## src/sv/mva_pkg.sv

```systemverilog
package mva_pkg;

    localparam int VOICES   = 8;
    localparam int CC_SLOTS = 4;
    localparam int VOICE_W  = $clog2(VOICES);
    localparam int CNT_W    = $clog2(VOICES + 1);

    // Status nibbles.
    localparam logic [3:0] ST_NOTE_OFF = 4'h8;
    localparam logic [3:0] ST_NOTE_ON  = 4'h9;
    localparam logic [3:0] ST_CTRL     = 4'hB;

    // Controllers that release every voice when sent with a value of zero.
    localparam logic [6:0] CC_ALL_SOUND_OFF = 7'd120;
    localparam logic [6:0] CC_MODE_LO       = 7'd123;
    localparam logic [6:0] CC_MODE_HI       = 7'd127;

    // Configuration register indexes.
    localparam logic [2:0] REG_ACTIVE = 3'd0;
    localparam logic [2:0] REG_SLOT0  = 3'd1;
    localparam logic [2:0] REG_SLOT1  = 3'd2;
    localparam logic [2:0] REG_SLOT2  = 3'd3;
    localparam logic [2:0] REG_SLOT3  = 3'd4;

    localparam logic [3:0] ACTIVE_RESET = 4'd8;
    localparam logic [7:0] SLOT_RESET   = 8'd128;

    typedef enum logic [1:0] {
        OP_NONE = 2'd0,
        OP_ON   = 2'd1,
        OP_OFF  = 2'd2,
        OP_CTRL = 2'd3
    } t_op;

    // One voice entry as it is kept in the voice memory.
    typedef struct packed {
        logic        gate;
        logic [6:0]  note;
        logic [6:0]  velocity;
        logic [31:0] start_frame;
    } t_voice;

    // Pitch of the lowest octave in Q6.26 Hz, one entry per semitone.
    localparam logic [31:0] SEMI_Q26 [12] = '{
        32'd1097337155, 32'd1162588218, 32'd1231719311, 32'd1304961152,
        32'd1382558180, 32'd1464769368, 32'd1551869087, 32'd1644148025,
        32'd1741914154, 32'd1845493760, 32'd1955232530, 32'd2071496706
    };

    // Pitch of a MIDI note in Q15.16 Hz, rounded half up.
    function automatic logic [30:0] pitch_q16(input logic [6:0] key);
        logic [3:0]  oct;
        logic [6:0]  semi;
        logic [42:0] v;
        oct = 4'd0;
        for (int i = 1; i <= 10; i++) begin
            if (key >= 7'(12 * i)) begin
                oct = 4'(i);
            end
        end
        semi = key - 7'(7'(oct) * 7'd12);
        v    = (43'(SEMI_Q26[semi[3:0]]) << oct) + 43'd512;
        return v[40:10];
    endfunction

endpackage

```

## src/sv/midi_voice_allocator.sv

```systemverilog
// Note-on and note-off search the active voices: one voice memory read per cycle, a registered
// read stage, closing the search, then writing back and loading the result. A controller or
// an ignored status loads its result directly, and an all-notes-off controller first clears
// every voice. Loading waits while the result register holds a result that is not taken.
// One item is in flight at a time; the next is taken the cycle after its result is loaded.
// Reset (synchronous, active low) clears all voices, sets 8 active voices and unmaps all slots.
module midi_voice_allocator (
    input  logic        i_clk,
    input  logic        i_rst_n,

    // Input items. i_s_tdata, from bit 0: status_byte[7:0], key_or_controller[14:8],
    // amount[21:15], event_frame[53:22], zero fill [55:54].
    input  logic        i_s_tvalid,
    output logic        o_s_tready,
    input  logic [55:0] i_s_tdata,

    // Results. o_m_tdata, from bit 0: voice_num[2:0], voice_started[3],
    // voice_released[4], all_released[5], note[12:6], velocity[19:13],
    // frequency_q16[50:20], cc_stored[51], cc_slot[53:52], cc_value[60:54],
    // zero fill [63:61].
    output logic        o_m_tvalid,
    input  logic        i_m_tready,
    output logic [63:0] o_m_tdata,

    // Configuration port.
    input  logic        psel,
    input  logic        penable,
    input  logic        pwrite,
    input  logic [4:0]  paddr,
    input  logic [31:0] pwdata,
    output logic [31:0] prdata,
    output logic        pready
);
    import mva_pkg::*;

    typedef enum logic [3:0] {
        S_IDLE  = 4'b0001,
        S_SCAN  = 4'b0010,
        S_SWEEP = 4'b0100,
        S_PUT   = 4'b1000
    } t_state;

    t_state r_state;

    // Configuration registers.
    logic [3:0] r_active;
    logic [7:0] r_cc_map [4];

    // The item being worked on.
    t_op         r_op;
    logic        r_all_off;
    logic [6:0]  r_key;
    logic [6:0]  r_amt;
    logic [31:0] r_frame;

    // Read sequencing: r_rd_idx counts reads issued, r_ev_* marks the entry whose
    // data leaves the memory in this cycle.
    logic [CNT_W-1:0]   r_rd_idx;
    logic               r_ev_vld;
    logic [VOICE_W-1:0] r_ev_idx;

    // Oldest-voice search.
    logic [31:0]        r_best_age;
    logic [VOICE_W-1:0] r_best;
    logic [31:0]        r_free_age;
    logic [VOICE_W-1:0] r_best_free;
    logic               r_have_free;

    // Note-off search.
    logic               r_found;
    logic [VOICE_W-1:0] r_hit_idx;
    t_voice             r_hit_data;

    // Entries never written since reset read as all zero.
    logic [VOICES-1:0] r_valid;

    // Result register.
    logic        r_out_valid;
    logic [63:0] r_out_data;

    logic               ram_we;
    logic [VOICE_W-1:0] ram_waddr;
    t_voice             ram_wdata;
    logic [$bits(t_voice)-1:0] ram_rdata;
    t_voice             rd_entry;

    logic [CNT_W-1:0] n_used;
    logic [CNT_W-1:0] scan_len;
    logic             issue;
    logic             in_fire;
    logic             put_fire;
    logic             cfg_wr;
    logic [31:0]      age;

    t_op              in_op;
    logic             in_all_off;

    logic             cc_hit;
    logic [1:0]       cc_slot;
    logic [VOICE_W-1:0] chosen;
    logic [63:0]      n_out_data;

    mva_ram #(
        .WIDTH ($bits(t_voice)),
        .DEPTH (VOICES)
    ) u_voice_ram (
        .i_clk   (i_clk),
        .i_we    (ram_we),
        .i_waddr (ram_waddr),
        .i_wdata (ram_wdata),
        .i_raddr (r_rd_idx[VOICE_W-1:0]),
        .o_rdata (ram_rdata)
    );

    assign pready     = 1'b1;
    assign cfg_wr     = psel && penable && pwrite;
    assign o_s_tready = (r_state == S_IDLE);
    assign in_fire    = i_s_tvalid && o_s_tready;
    assign put_fire   = (r_state == S_PUT) && (!r_out_valid || i_m_tready);
    assign o_m_tvalid = r_out_valid;
    assign o_m_tdata  = r_out_data;

    // Active voice count, with zero acting as one and large values as the full table.
    always_comb begin
        if (r_active == 4'd0) begin
            n_used = CNT_W'(1);
        end else if (32'(r_active) > VOICES) begin
            n_used = CNT_W'(VOICES);
        end else begin
            n_used = CNT_W'(r_active);
        end
    end

    // Note searches cover the active voices; the all-notes-off pass covers every voice.
    assign scan_len = (r_state == S_SWEEP) ? CNT_W'(VOICES) : n_used;
    assign issue    = ((r_state == S_SCAN) || (r_state == S_SWEEP)) && (r_rd_idx < scan_len);

    assign rd_entry = r_valid[r_ev_idx] ? t_voice'(ram_rdata) : '0;
    assign age      = r_frame - rd_entry.start_frame;

    // Decode of the incoming message.
    always_comb begin
        case (i_s_tdata[7:4])
            ST_NOTE_ON:  in_op = OP_ON;
            ST_NOTE_OFF: in_op = OP_OFF;
            ST_CTRL:     in_op = OP_CTRL;
            default:     in_op = OP_NONE;
        endcase
        in_all_off = (i_s_tdata[21:15] == 7'd0) &&
                     (i_s_tdata[14:8] inside {CC_ALL_SOUND_OFF, [CC_MODE_LO:CC_MODE_HI]});
    end

    // Controller slot match; the highest matching slot wins.
    always_comb begin
        cc_hit  = 1'b0;
        cc_slot = 2'd0;
        for (int k = 0; k < CC_SLOTS; k++) begin
            if (r_cc_map[k] == {1'b0, r_key}) begin
                cc_hit  = 1'b1;
                cc_slot = 2'(k);
            end
        end
    end

    assign chosen = r_have_free ? r_best_free : r_best;

    // Voice memory writes: the cleared entries of the all-notes-off pass, or the
    // started or released voice when the result is loaded.
    always_comb begin
        ram_we    = 1'b0;
        ram_waddr = r_ev_idx;
        ram_wdata = rd_entry;
        if (r_state == S_SWEEP) begin
            ram_we             = r_ev_vld;
            ram_wdata.gate     = 1'b0;
            ram_wdata.velocity = 7'd0;
        end else if (put_fire && (r_op == OP_ON)) begin
            ram_we                = 1'b1;
            ram_waddr             = chosen;
            ram_wdata.gate        = 1'b1;
            ram_wdata.note        = r_key;
            ram_wdata.velocity    = r_amt;
            ram_wdata.start_frame = r_frame;
        end else if (put_fire && (r_op == OP_OFF) && r_found) begin
            ram_we         = 1'b1;
            ram_waddr      = r_hit_idx;
            ram_wdata      = r_hit_data;
            ram_wdata.gate = 1'b0;
        end
    end

    // Result fields; those that do not apply to the message stay zero.
    always_comb begin
        n_out_data = '0;
        case (r_op)
            OP_ON: begin
                n_out_data[2:0]   = 3'(chosen);
                n_out_data[3]     = 1'b1;
                n_out_data[12:6]  = r_key;
                n_out_data[19:13] = r_amt;
                n_out_data[50:20] = pitch_q16(r_key);
            end
            OP_OFF: begin
                if (r_found) begin
                    n_out_data[2:0]  = 3'(r_hit_idx);
                    n_out_data[4]    = 1'b1;
                    n_out_data[12:6] = r_key;
                end
            end
            OP_CTRL: begin
                n_out_data[5] = r_all_off;
                if (cc_hit) begin
                    n_out_data[51]    = 1'b1;
                    n_out_data[53:52] = cc_slot;
                    n_out_data[60:54] = r_amt;
                end
            end
            default: n_out_data = '0;
        endcase
    end

    // Configuration reads.
    always_comb begin
        case (paddr[4:2])
            REG_ACTIVE: prdata = {28'd0, r_active};
            REG_SLOT0:  prdata = {24'd0, r_cc_map[0]};
            REG_SLOT1:  prdata = {24'd0, r_cc_map[1]};
            REG_SLOT2:  prdata = {24'd0, r_cc_map[2]};
            REG_SLOT3:  prdata = {24'd0, r_cc_map[3]};
            default:    prdata = 32'd0;
        endcase
    end

    // Configuration writes.
    always_ff @(posedge i_clk) begin
        if (!i_rst_n) begin
            r_active <= ACTIVE_RESET;
            for (int k = 0; k < 4; k++) begin
                r_cc_map[k] <= SLOT_RESET;
            end
        end else if (cfg_wr) begin
            case (paddr[4:2])
                REG_ACTIVE: r_active    <= pwdata[3:0];
                REG_SLOT0:  r_cc_map[0] <= pwdata[7:0];
                REG_SLOT1:  r_cc_map[1] <= pwdata[7:0];
                REG_SLOT2:  r_cc_map[2] <= pwdata[7:0];
                REG_SLOT3:  r_cc_map[3] <= pwdata[7:0];
                default: ;
            endcase
        end
    end

    // Sequencer.
    always_ff @(posedge i_clk) begin
        if (!i_rst_n) begin
            r_state     <= S_IDLE;
            r_valid     <= '0;
            r_out_valid <= 1'b0;
            r_ev_vld    <= 1'b0;
            r_rd_idx    <= '0;
        end else begin
            // A new result may be loaded in the same cycle as the old one leaves.
            if (put_fire) begin
                r_out_valid <= 1'b1;
            end else if (i_m_tready) begin
                r_out_valid <= 1'b0;
            end
            if (ram_we) begin
                r_valid[ram_waddr] <= 1'b1;
            end

            case (r_state)
                S_IDLE: begin
                    r_rd_idx <= '0;
                    r_ev_vld <= 1'b0;
                    if (in_fire) begin
                        if ((in_op == OP_ON) || (in_op == OP_OFF)) begin
                            r_state <= S_SCAN;
                        end else if ((in_op == OP_CTRL) && in_all_off) begin
                            r_state <= S_SWEEP;
                        end else begin
                            r_state <= S_PUT;
                        end
                    end
                end
                S_SCAN, S_SWEEP: begin
                    if (issue) begin
                        r_rd_idx <= r_rd_idx + CNT_W'(1);
                    end
                    r_ev_vld <= issue;
                    r_ev_idx <= r_rd_idx[VOICE_W-1:0];
                    if (!issue && !r_ev_vld) begin
                        r_state <= S_PUT;
                    end
                end
                S_PUT: begin
                    if (put_fire) begin
                        r_state <= S_IDLE;
                    end
                end
                default: r_state <= S_IDLE;
            endcase
        end
    end

    // Item fields and search results.
    always_ff @(posedge i_clk) begin
        if (in_fire) begin
            r_op        <= in_op;
            r_all_off   <= in_all_off;
            r_key       <= i_s_tdata[14:8];
            r_amt       <= i_s_tdata[21:15];
            r_frame     <= i_s_tdata[53:22];
            r_best_age  <= '0;
            r_best      <= '0;
            r_free_age  <= '0;
            r_best_free <= '0;
            r_have_free <= 1'b0;
            r_found     <= 1'b0;
            r_hit_idx   <= '0;
        end else if ((r_state == S_SCAN) && r_ev_vld) begin
            // An age of zero never wins, so voice 0 is the default choice.
            if (age > r_best_age) begin
                r_best_age <= age;
                r_best     <= r_ev_idx;
            end
            if (!rd_entry.gate && (age > r_free_age)) begin
                r_free_age  <= age;
                r_best_free <= r_ev_idx;
                r_have_free <= 1'b1;
            end
            // Note-off takes the lowest-numbered gated voice holding the note.
            if (!r_found && rd_entry.gate && (rd_entry.note == r_key)) begin
                r_found    <= 1'b1;
                r_hit_idx  <= r_ev_idx;
                r_hit_data <= rd_entry;
            end
        end
        if (put_fire) begin
            r_out_data <= n_out_data;
        end
    end

endmodule

```

## src/sv/mva_ram.sv

```systemverilog
module mva_ram #(
    parameter int WIDTH = 8,
    parameter int DEPTH = 8
) (
    input  logic                     i_clk,
    input  logic                     i_we,
    input  logic [$clog2(DEPTH)-1:0] i_waddr,
    input  logic [WIDTH-1:0]         i_wdata,
    input  logic [$clog2(DEPTH)-1:0] i_raddr,
    output logic [WIDTH-1:0]         o_rdata
);

    logic [WIDTH-1:0] r_mem [DEPTH];
    logic [WIDTH-1:0] r_rdata;

    always_ff @(posedge i_clk) begin
        if (i_we) begin
            r_mem[i_waddr] <= i_wdata;
        end
        r_rdata <= r_mem[i_raddr];
    end

    assign o_rdata = r_rdata;

endmodule
```

## config.mk

```make
export PLATFORM = sky130hd
export DESIGN_NAME = midi_voice_allocator
export DESIGN_NICKNAME = d
export VERILOG_FILES = /design/src/sv/mva_pkg.sv /design/src/sv/midi_voice_allocator.sv /design/src/sv/mva_ram.sv
export SDC_FILE = /design/constraint.sdc
export NUM_CORES = 1
export LEC_CHECK = 0
export ABC_AREA = 0
export BUFFER_PORTS_ARGS = -buffer_cell sky130_fd_sc_hd__buf_2
export CAP_MARGIN = 0
export CORE_ASPECT_RATIO = 2
export CORE_MARGIN = 2
export CORE_UTILIZATION = 45
export DETAILED_ROUTE_END_ITERATION = 6
export PLACE_DENSITY = 0.72
export SLEW_MARGIN = 40
export SYNTH_ARGS = -nofsm -noshare
export SYNTH_HDL_FRONTEND = slang
export SYNTH_SLANG_ARGS = --single-unit
export TNS_END_PERCENT = 5
```

## constraint.sdc

```tcl
create_clock -name i_clk -period 10.2 [get_ports i_clk]
set_clock_uncertainty 0.1 [all_clocks]
set_input_delay 2.04 -clock i_clk [delete_from_list [all_inputs] [get_ports i_clk]]
set_output_delay 2.04 -clock i_clk [all_outputs]
set_load 0.01 [all_outputs]
```

==> results of run 1 <==
==> metrics by stage <==
step | hold slack, ns | power [mW]
finish | 0.354 | 6.37
global route | 0.373 | 6.62
CTS | 0.356 | 6.39
detailed placement | 0.346 | 4.19
global placement | 0.338 | 4.18
floorplan | 0.331 | 3.90
==> cell type report <==
type	instances	share of cell area (%)
Sequential cell	641	53.3
Tap cell	884	3.30
Inverter	138	1.56
Clock inverter	30	1.22
Antenna cell	1	0.00746
Timing Repair Buffer	174	2.89
Multi-Input combinational cell	1498	33.2
Clock buffer	73	4.51
==> worst max-delay path: cells and delay by family, from the launching register on <==
family	cells	cell delay (ns)
DFF	1	0.53
AOI/OAI and AO/OA	10	2.30
buffers and inverters	2	0.83
and+or+nand+nor	8	2.53
adders and majority gates	2	0.69
muxes	2	0.76
==> registers in the layout (all words and copies together) (netlist names) <==
name / cells
r_amt: 7
r_free_age: 32
r_ev_vld: 1
o_m_tdata: 61
r_op: 2
r_valid: 8
r_have_free: 1
r_best: 3
r_active: 4
r_cc_map: 32
r_hit_data: 39
r_key: 7
r_rd_idx: 4
r_state: 4
r_best_free: 3
r_frame: 32
r_found: 1
u_voice_ram.o_rdata: 40
r_hit_idx: 3
r_best_age: 32
o_m_tvalid: 1
u_voice_ram.r_mem: 320
r_ev_idx: 3
r_all_off: 1
==> per-layer routing <==
layer / track usage [%] / vias up / wire length, um
li1: - / 9148 / -
met1: 26.6 / 9770 / 29200
met2: 34.6 / 832 / 35700
met3: 3.54 / 174 / 4920
met4: 8.87 / 2 / 3060
met5: 0 / - / 14
==> cell families after synthesis <==
kind of cell	count (synthesis)	synth area share, %
multiplexers	158	8.89
flip-flops	641	59.5
other	2	0.0250
AO/OA/AOI/OAI	498	10.7
XOR/XNOR	69	2.11
AND/OR/NAND/NOR	631	9.89
adder cells (fa/ha/maj)	114	4.77
buffers and inverters	291	4.11
==> cell usage in the layout (no fill, tap or decap), types with 8 or more instances in the layout <==
cell type                     n
sky130_fd_sc_hd__a211oi_1    21
sky130_fd_sc_hd__a21o_1      42
sky130_fd_sc_hd__a21oi_1    170
sky130_fd_sc_hd__a221oi_1     8
sky130_fd_sc_hd__a22oi_1     21
sky130_fd_sc_hd__and2_1      33
sky130_fd_sc_hd__buf_2      138
sky130_fd_sc_hd__buf_4       34
sky130_fd_sc_hd__clkbuf_1    11
sky130_fd_sc_hd__clkbuf_16   55
sky130_fd_sc_hd__clkinv_2     8
sky130_fd_sc_hd__conb_1      28
sky130_fd_sc_hd__dfxtp_1    134
sky130_fd_sc_hd__edfxtp_1   504
sky130_fd_sc_hd__ha_1       113
sky130_fd_sc_hd__inv_1      134
sky130_fd_sc_hd__mux2_2      50
sky130_fd_sc_hd__mux2i_1     26
sky130_fd_sc_hd__mux4_2      82
sky130_fd_sc_hd__nand2_1    216
sky130_fd_sc_hd__nand2b_1    12
sky130_fd_sc_hd__nand3_1     36
sky130_fd_sc_hd__nand4_1     25
sky130_fd_sc_hd__nor2_1     144
sky130_fd_sc_hd__nor2_4       9
sky130_fd_sc_hd__nor2b_1     19
sky130_fd_sc_hd__nor3_1      60
sky130_fd_sc_hd__nor4_1      18
sky130_fd_sc_hd__o211ai_1    21
sky130_fd_sc_hd__o21a_1      19
sky130_fd_sc_hd__o21ai_0     57
sky130_fd_sc_hd__o21ai_1      9
sky130_fd_sc_hd__o22ai_1     54
sky130_fd_sc_hd__or3_1       13
sky130_fd_sc_hd__xnor2_1     35
sky130_fd_sc_hd__xor2_1      32
==> how the worst min path moves through the flow <==
| stage | end | slack [ns] |
|---|---|---|
| final | r_best_age[18] | 0.35 |
| after global routing | r_free_age[11] | 0.37 |
| after CTS | r_best_age[10] | 0.36 |
| after detailed placement | r_best_age[10] | 0.35 |
| after global placement | r_best_free[2] | 0.34 |
| after floorplan | r_found | 0.33 |
==> report_power, final <==
part | switching [mW] | internal (mW)
clock | 0.968 | 1.24
sequential | 0.0611 | 2.88
combinational | 0.762 | 0.464
total | 1.79 | 4.58
==> metrics.sh, run 1 <==
CTS_BUFFERS=55
WORSTSETUPENDPOINTTYPE='flip-flop'
START_UTIL_PCT=45.3
PRE_CTS_WS_NS=2.43
POST-ROUTE-PERIOD-UTIL_PCT=76.7
ANTENNA_VIOLATIONS_BEFORE_REPAIR=3
WORST_EP_ARRIVAL_TIME_NS=8.29
SYNTH.AVG_CELL_AREA_SQ_UM=12.5
RR_STARTPOINT='r_ev_idx[0]'
ROUTED_WIRE_LENGTH_PER_INSTANCE_UM=21.2
CELL_TYPE_CONTRIBUTING_THE_MOST_TOTAL_CELL_AREA_AFTER_SYNTHESIS='sky130_fd_sc_hd__edfxtp_1'
FINALHOLDVIOLCOUNT=0
STATUS='finished, final reports clean'
CRIT_SLOWEST_CELL='sky130_fd_sc_hd__a211oi_1'
GRT_SETUP_UNREPAIRED='no'
DIE_AREA_SQ_MM=0.0690
DETAILEDROUTE.FIRSTPASSITERATIONCOUNT=6
PERIOD_MINUS_SLACK_NS=7.83
ROUTED_VIA_DENSITY=5.79
H_TREE_LEVELS=2
FILLERS=5679
TOTALWIRELENGTH_UM=72900
TIMING.MAX_SLEW.REL_SLACK_PCT=43.0
P_LEAK_nW=11.6
SETUP.REG_TO_REG.WORST_SLACK_NS=2.37
NUMBER_OF_GLOBAL_ROUTE_VIAS_BEFORE_REPAIR=19500
GR-TOTAL-OVERFLOW=0
MAX_CAP_VIOLATIONS=0
SYNTH_TOP_AREA_SHARE_PCT=50.4
REGTOREGENDPOINT='r_best_age[31]'
PATH_CELLS='mux4_2, mux2_2, buf_4, nand2_1, ha_1, a21o_1, a21o_1, a21o_1, a21oi_1, nor2b_1, a211oi_1, o41ai_1, or3_1, and2_1, ha_1, nand4_1, nor4_1, and4_1, o21ai_0, o2111ai_1, o21ai_4, buf_4, or4_1, o211ai_1'
POST_ROUTE_CELLS_DRIVE_ABOVE_1_SHARE_PCT=17.2
SETUP.WORST_PATH.END='r_best_age[31]'
NUMBER_OF_ROUTED_NETS_WITH_ANTENNA_VIOLATIONS=0
GR-USAGE-ALL-LAYERS_PCT=20.7
YOSYSWARNINGS=0
POSTCTSSETUPBUFFERS=0
MULTI_INPUT_AREA_SQ_MM=0.0111
HOLD_BUFFERS=0
DIE-HEIGHT_UM=369
CORE_AREA_SQ_MM=0.0664
WORST-R2R-CELL-COUNT=24
PLACE_HPWL_UM=47300
CTSLONGESTPATHBUFFERS=3
YS_TYPES=93
AREA.GROWTH.SYNTH_TO_FINAL_PCT=11.6
DRT_ITER0_DRC=1710
SYNTH_MOST_COMMON_CELL='sky130_fd_sc_hd__edfxtp_1'
F_MAX_MHz=128
SYNTH_FF_TYPE='sky130_fd_sc_hd__edfxtp_1'
POSTLAYOUTSETUPSLACKWORST_NS=2.37
CRIT_PATH_START='r_ev_idx[0]'
CRITICALPATHCATEGORY='reg -> reg'
HOLD_START='r_best_age[18]'
SEQCELLAREA_SQ_MM=0.0179
CTS_RESIZED=0
IO_PINS=199
DRCVIOLATIONCOUNT=0
CLKSINKCOUNT=641
FIN_NETS=2722
CRITPATHLAUNCHTYPE='flip-flop'
SETUP_VIOLATIONS_FINAL=0
PLACE.DETAILED.INSTANCES=3334
WORST-ENDPOINT-REQUIRED_NS=10.67
WORST_VDD_DROP_uV=174
TIMING.CRITICAL_PATH.MODE_CELL='sky130_fd_sc_hd__a21o_1'
YS_SEQ_ELEMENTS=641
SYNTH_COMMON_CELLS='sky130_fd_sc_hd__edfxtp_1, sky130_fd_sc_hd__nand2_1, sky130_fd_sc_hd__a21oi_1'
SYNTH_EDF_COUNT=504
TRITONCTS='done'
P_PER_AREA_mW_PER_MM2=190
GRT_MAX_DEGREE=70
SYN-INSTANCE-COUNT=2404
PATH_CLK_SLEW_NS=0.07
FINAL_WTD_CONGESTION=0.903
CRIT_PATH_MAX_FANOUT=44
WORSTSKEWPAIRLATENCY_NS=0.64
PORTBUFFERS=138
DETAILROUTE.VIA_COUNT=19900
MOST_AREA_CONSUMING_CELLS_AFTER_SYNTHESIS='sky130_fd_sc_hd__edfxtp_1, sky130_fd_sc_hd__dfxtp_1, sky130_fd_sc_hd__mux4_2'
TOTALNEGATIVESETUPSLACK_NS=0
SYNTH-SEQ-AREA-SHARE_PCT=59.5
TIGHTEST_SLEW_NS=0.844
NON_FILLER_CELL_AREA_FINAL_SQ_MM=0.0335
TIMING_MAX_TRANSITION_VIOLATIONS_FINAL=0
DIE_X_UM=187
FIN_CELLS=3439
CTS_ROOT_BUF='sky130_fd_sc_hd__clkbuf_16'
CRITICAL-PATH-MAX-STAGE-DELAY_NS=0.68
GRT_FIRST_PASS_WIRELENGTH_UM=111000
MIN_DELAY_PATH_CLASS='reg -> reg'
HOLDPATHSTAGES=2
DPL_CELL_AREA_SQ_MM=0.0316
ASYNC_FLOP_SHARE_PCT=0
POSTLAYOUTCOREUTIL_PCT=50.5
STD_CELL_ROWS=134
NETLIST_AREA_SQ_MM=0.0300
Power figures use the tool's default switching activity.
==> run 2: changes to the inputs <==
--- a/config.mk
+++ b/config.mk
@@ -5,7 +5,7 @@
 export SDC_FILE = /design/constraint.sdc
 export NUM_CORES = 1
 export LEC_CHECK = 0
-export ABC_AREA = 0
+export ABC_AREA = 1
 export BUFFER_PORTS_ARGS = -buffer_cell sky130_fd_sc_hd__buf_2
 export CAP_MARGIN = 0
 export CORE_ASPECT_RATIO = 2
==> constraint.sdc (replaced) <==
create_clock -name i_clk -period 7.9 [get_ports i_clk]
set_clock_uncertainty 0.1 [all_clocks]
set_input_delay 1.58 -clock i_clk [delete_from_list [all_inputs] [get_ports i_clk]]
set_output_delay 1.58 -clock i_clk [all_outputs]
set_load 0.01 [all_outputs]
==> run 2 against run 1 <==
  * Routed wire length grew 2.8%
  * First-iteration DRC count fell by 13%
  * Critical endpoint is now r_free_age[8]
  * Via count grew 12%
  * Final cell count increased by 19%
  * Synthesized area rose by 0.38%
  * Largest cell class unchanged
  * Critical path type unchanged
  * Maximum frequency up 20%
  * Worst hold slack better by 0.0061 ns
  * Clock-buffer cell count shrank 4
  * Setup slack got worse by 1.0 ns
  * Flip-flop and latch count is the same
  * Highest routed layer is now met4
==> metrics.sh, run 2 <==
STATUS='finished, final reports clean'
FIN_NETS=3364
SYNTH_EDF_COUNT=504
DIE_X_UM=187
DIE-HEIGHT_UM=370
GLOBAL_ROUTE.USAGE.MET3_PCT=2.57
MIN_DELAY_PATH_CLASS='reg -> reg'
FINALHOLDVIOLCOUNT=0
SYN-INSTANCE-COUNT=3064
PORTBUFFERS=138
REGISTER_RANKED_FIRST_BY_FLIP_FLOP_COUNT='u_voice_ram.r_mem'
SYNTH-SEQ-AREA-SHARE_PCT=59.3
CTSLONGESTPATHBUFFERS=3
SYNTH_COMMON_CELLS='sky130_fd_sc_hd__edfxtp_1, sky130_fd_sc_hd__nor2_1, sky130_fd_sc_hd__nand2_1'
GR-TOTAL-OVERFLOW=0
PATH_CLK_SLEW_NS=0.07
CTS_ROOT_BUF='sky130_fd_sc_hd__clkbuf_16'
CELL_TYPE_CONTRIBUTING_THE_MOST_TOTAL_CELL_AREA_AFTER_SYNTHESIS='sky130_fd_sc_hd__edfxtp_1'
NUMBER_OF_ROUTED_NETS_WITH_ANTENNA_VIOLATIONS=0
YS_TYPES=62
YS_SEQ_ELEMENTS=641
CORE_AREA_SQ_MM=0.0666
GRT_MAX_DEGREE=84
PLACE.DETAILED.INSTANCES=3980
CRIT_SLOWEST_CELL='sky130_fd_sc_hd__inv_1'
FINAL_COMMON_CELL='sky130_fd_sc_hd__edfxtp_1'
WORST_EP_ARRIVAL_TIME_NS=6.96
FINAL_WTD_CONGESTION=0.949
DRCVIOLATIONCOUNT=0
GR-USAGE-MET1_PCT=23.3
ASYNC_FLOP_SHARE_PCT=0
CLKSINKCOUNT=641
WORST_VDD_DROP_uV=213
TIMING_MAX_TRANSITION_VIOLATIONS_FINAL=0
GRT_FIRST_PASS_WIRELENGTH_UM=116000
H_TREE_LEVELS=2
SYNTH_FF_TYPE='sky130_fd_sc_hd__edfxtp_1'
START_UTIL_PCT=45.3
MOST_AREA_CONSUMING_CELLS_AFTER_SYNTHESIS='sky130_fd_sc_hd__edfxtp_1, sky130_fd_sc_hd__dfxtp_1, sky130_fd_sc_hd__nor2_1'
SETUP_VIOLATIONS_FINAL=0
NON_FILLER_CELL_AREA_FINAL_SQ_MM=0.0332
NUMBER_OF_GLOBAL_ROUTE_VIAS_BEFORE_REPAIR=21900
TRITONCTS='done'
DETAILROUTE.VIA_COUNT=22400
DIE_AREA_SQ_MM=0.0692
DETAILEDROUTE.FIRSTPASSITERATIONCOUNT=5
HOLD_BUFFERS=0
ROUTED_WIRE_LENGTH_PER_INSTANCE_UM=18.4
SYNTH_TOP_AREA_SHARE_PCT=50.2
POSTLAYOUTSETUPSLACKWORST_NS=1.37
CRIT_PATH_MAX_FANOUT=23
F_MAX_MHz=153
POST_ROUTE_CELLS_DRIVE_ABOVE_1_SHARE_PCT=9.37
FILLERS=5928
LAYOUT.CELLS.MOST_COMMON_LIST='sky130_fd_sc_hd__edfxtp_1, sky130_fd_sc_hd__nor2_1, sky130_fd_sc_hd__nand2_1'
CRITICAL-PATH-MAX-STAGE-DELAY_NS=0.56
FIN_CELLS=4077
TOTALNEGATIVESETUPSLACK_NS=0
USE_MET2_PCT=39.3
DPL_CELL_AREA_SQ_MM=0.0316
POSTCTSSETUPBUFFERS=0
ROUTED_VIA_DENSITY=5.49
CRITPATHLAUNCHTYPE='flip-flop'
CRITICALPATHCATEGORY='reg -> reg'
POST-ROUTE-PERIOD-UTIL_PCT=82.6
CTS_BUFFERS=51
NETLIST_AREA_SQ_MM=0.0302
IO_PINS=199
TIMING.CRITICAL_PATH.MODE_CELL='sky130_fd_sc_hd__nand2_1'
P_PER_AREA_mW_PER_MM2=330
TIGHTEST_SLEW_NS=0.902
PLACE_HPWL_UM=50200
MAX_CAP_VIOLATIONS=0
ANTENNA_VIOLATIONS_BEFORE_REPAIR=1
REPORT.POWER.TOTAL_mW=11.0
YOSYSWARNINGS=0
WORST-ENDPOINT-REQUIRED_NS=8.34
SYNTH.AVG_CELL_AREA_SQ_UM=9.84
P_LEAK_nW=12.9
SYNTH_MOST_COMMON_CELL='sky130_fd_sc_hd__edfxtp_1'
WORSTSETUPENDPOINTTYPE='flip-flop'
LARGEST_REG_FLOPS=320
BUSIEST_LAYER='met2'
PRE_CTS_WS_NS=1.38
WORSTSKEWPAIRLATENCY_NS=0.61
STD_CELL_ROWS=134
GRT_SETUP_UNREPAIRED='no'
TIMING.MAX_SLEW.REL_SLACK_PCT=39.8
GR-USAGE-ALL-LAYERS_PCT=21.3
DRT_ITER0_DRC=1494
PERIOD_MINUS_SLACK_NS=6.53
TOTALWIRELENGTH_UM=74900
AREA.GROWTH.SYNTH_TO_FINAL_PCT=10.1
CTS_RESIZED=0
-- run 2: cell count changes in the layout (fill, tap and decap cells not counted), moves of 20 or more --
cell                      delta
sky130_fd_sc_hd__nand2_1   +183
sky130_fd_sc_hd__mux2i_1    -21
sky130_fd_sc_hd__a31oi_1    +38
sky130_fd_sc_hd__inv_1     +132
sky130_fd_sc_hd__a22oi_1    -20
sky130_fd_sc_hd__mux4_2     -82
sky130_fd_sc_hd__nand3_1    +62
sky130_fd_sc_hd__nor3_1     -29
sky130_fd_sc_hd__a21o_1     -39
sky130_fd_sc_hd__o21ai_0   +222
sky130_fd_sc_hd__nor2_1    +356
sky130_fd_sc_hd__and2_1     -31
sky130_fd_sc_hd__o22ai_1    +30
sky130_fd_sc_hd__mux2_2     -50
-- run 2: final timing paths --
path | startpoint | endpoint | slack (ns) | cells past startpoint
setup / recovery | r_ev_idx[0] | r_free_age[8] | 1.37 | 30
hold / removal | r_free_age[6] | r_free_age[6] | 0.36 | 2
setup reg to reg | r_ev_idx[0] | r_free_age[8] | 1.37 | 30
hold reg to reg | r_free_age[6] | r_free_age[6] | 0.36 | 2
-- run 2: kinds of logic after synthesis --
kind of cell | after synthesis | share of synthesized area (%)
AO/OA/AOI/OAI | 706 | 13.2
XOR/XNOR | 49 | 1.42
adder cells (fa/ha/maj) | 114 | 4.75
buffers and inverters | 451 | 6.26
flip-flops | 641 | 59.3
multiplexers | 5 | 0.166
other | 2 | 0.0249
AND/OR/NAND/NOR | 1096 | 14.9
-- run 2: layout make-up --
class | count | area (sq um) | area share [%]
flip-flops and latches | 641 | 17900 | 53.8
well taps | 884 | 1110 | 3.33
diodes | 1 | 2.50 | 0.00753
inverters | 287 | 1080 | 3.26
repair buffers | 171 | 978 | 2.95
clock inverters | 26 | 253 | 0.761
multi-input cells | 1998 | 10500 | 31.7
clock buffers | 69 | 1370 | 4.14
-- run 2: power by group --
part | internal, mW | switching, mW | leakage [nW]
sequential | 4.02 | 0.159 | 5.77
clock | 1.36 | 1.19 | 0.792
combinational | 1.33 | 2.91 | 6.32
total | 6.71 | 4.25 | 12.9
-- run 2: critical path, delay by kind of cell, from the launching register on --
kind	cells	cell delay [ns]
simple gates	13	1.80
compound gates	8	1.66
buf+inv	5	1.14
fa+ha+maj	3	0.98
flops	1	0.50
xor+xnor	1	0.26
-- run 2: routing by layer --
| layer | wire (um) | part of all wire [%] |
|---|---|---|
| met5 | 0 | 0 |
| met3 | 4050 | 5.4 |
| met1 | 28000 | 37 |
| met4 | 4420 | 5.9 |
| met2 | 38500 | 51 |
-- run 2: per-stage QoR --
stage | util [%] | hold WS (ns)
after floorplan | - | 0.335
after global placement | 47.4 | 0.346
after detailed placement | 47.4 | 0.353
after CTS | 49.9 | 0.364
after global routing | 49.9 | 0.384
final | 49.9 | 0.360
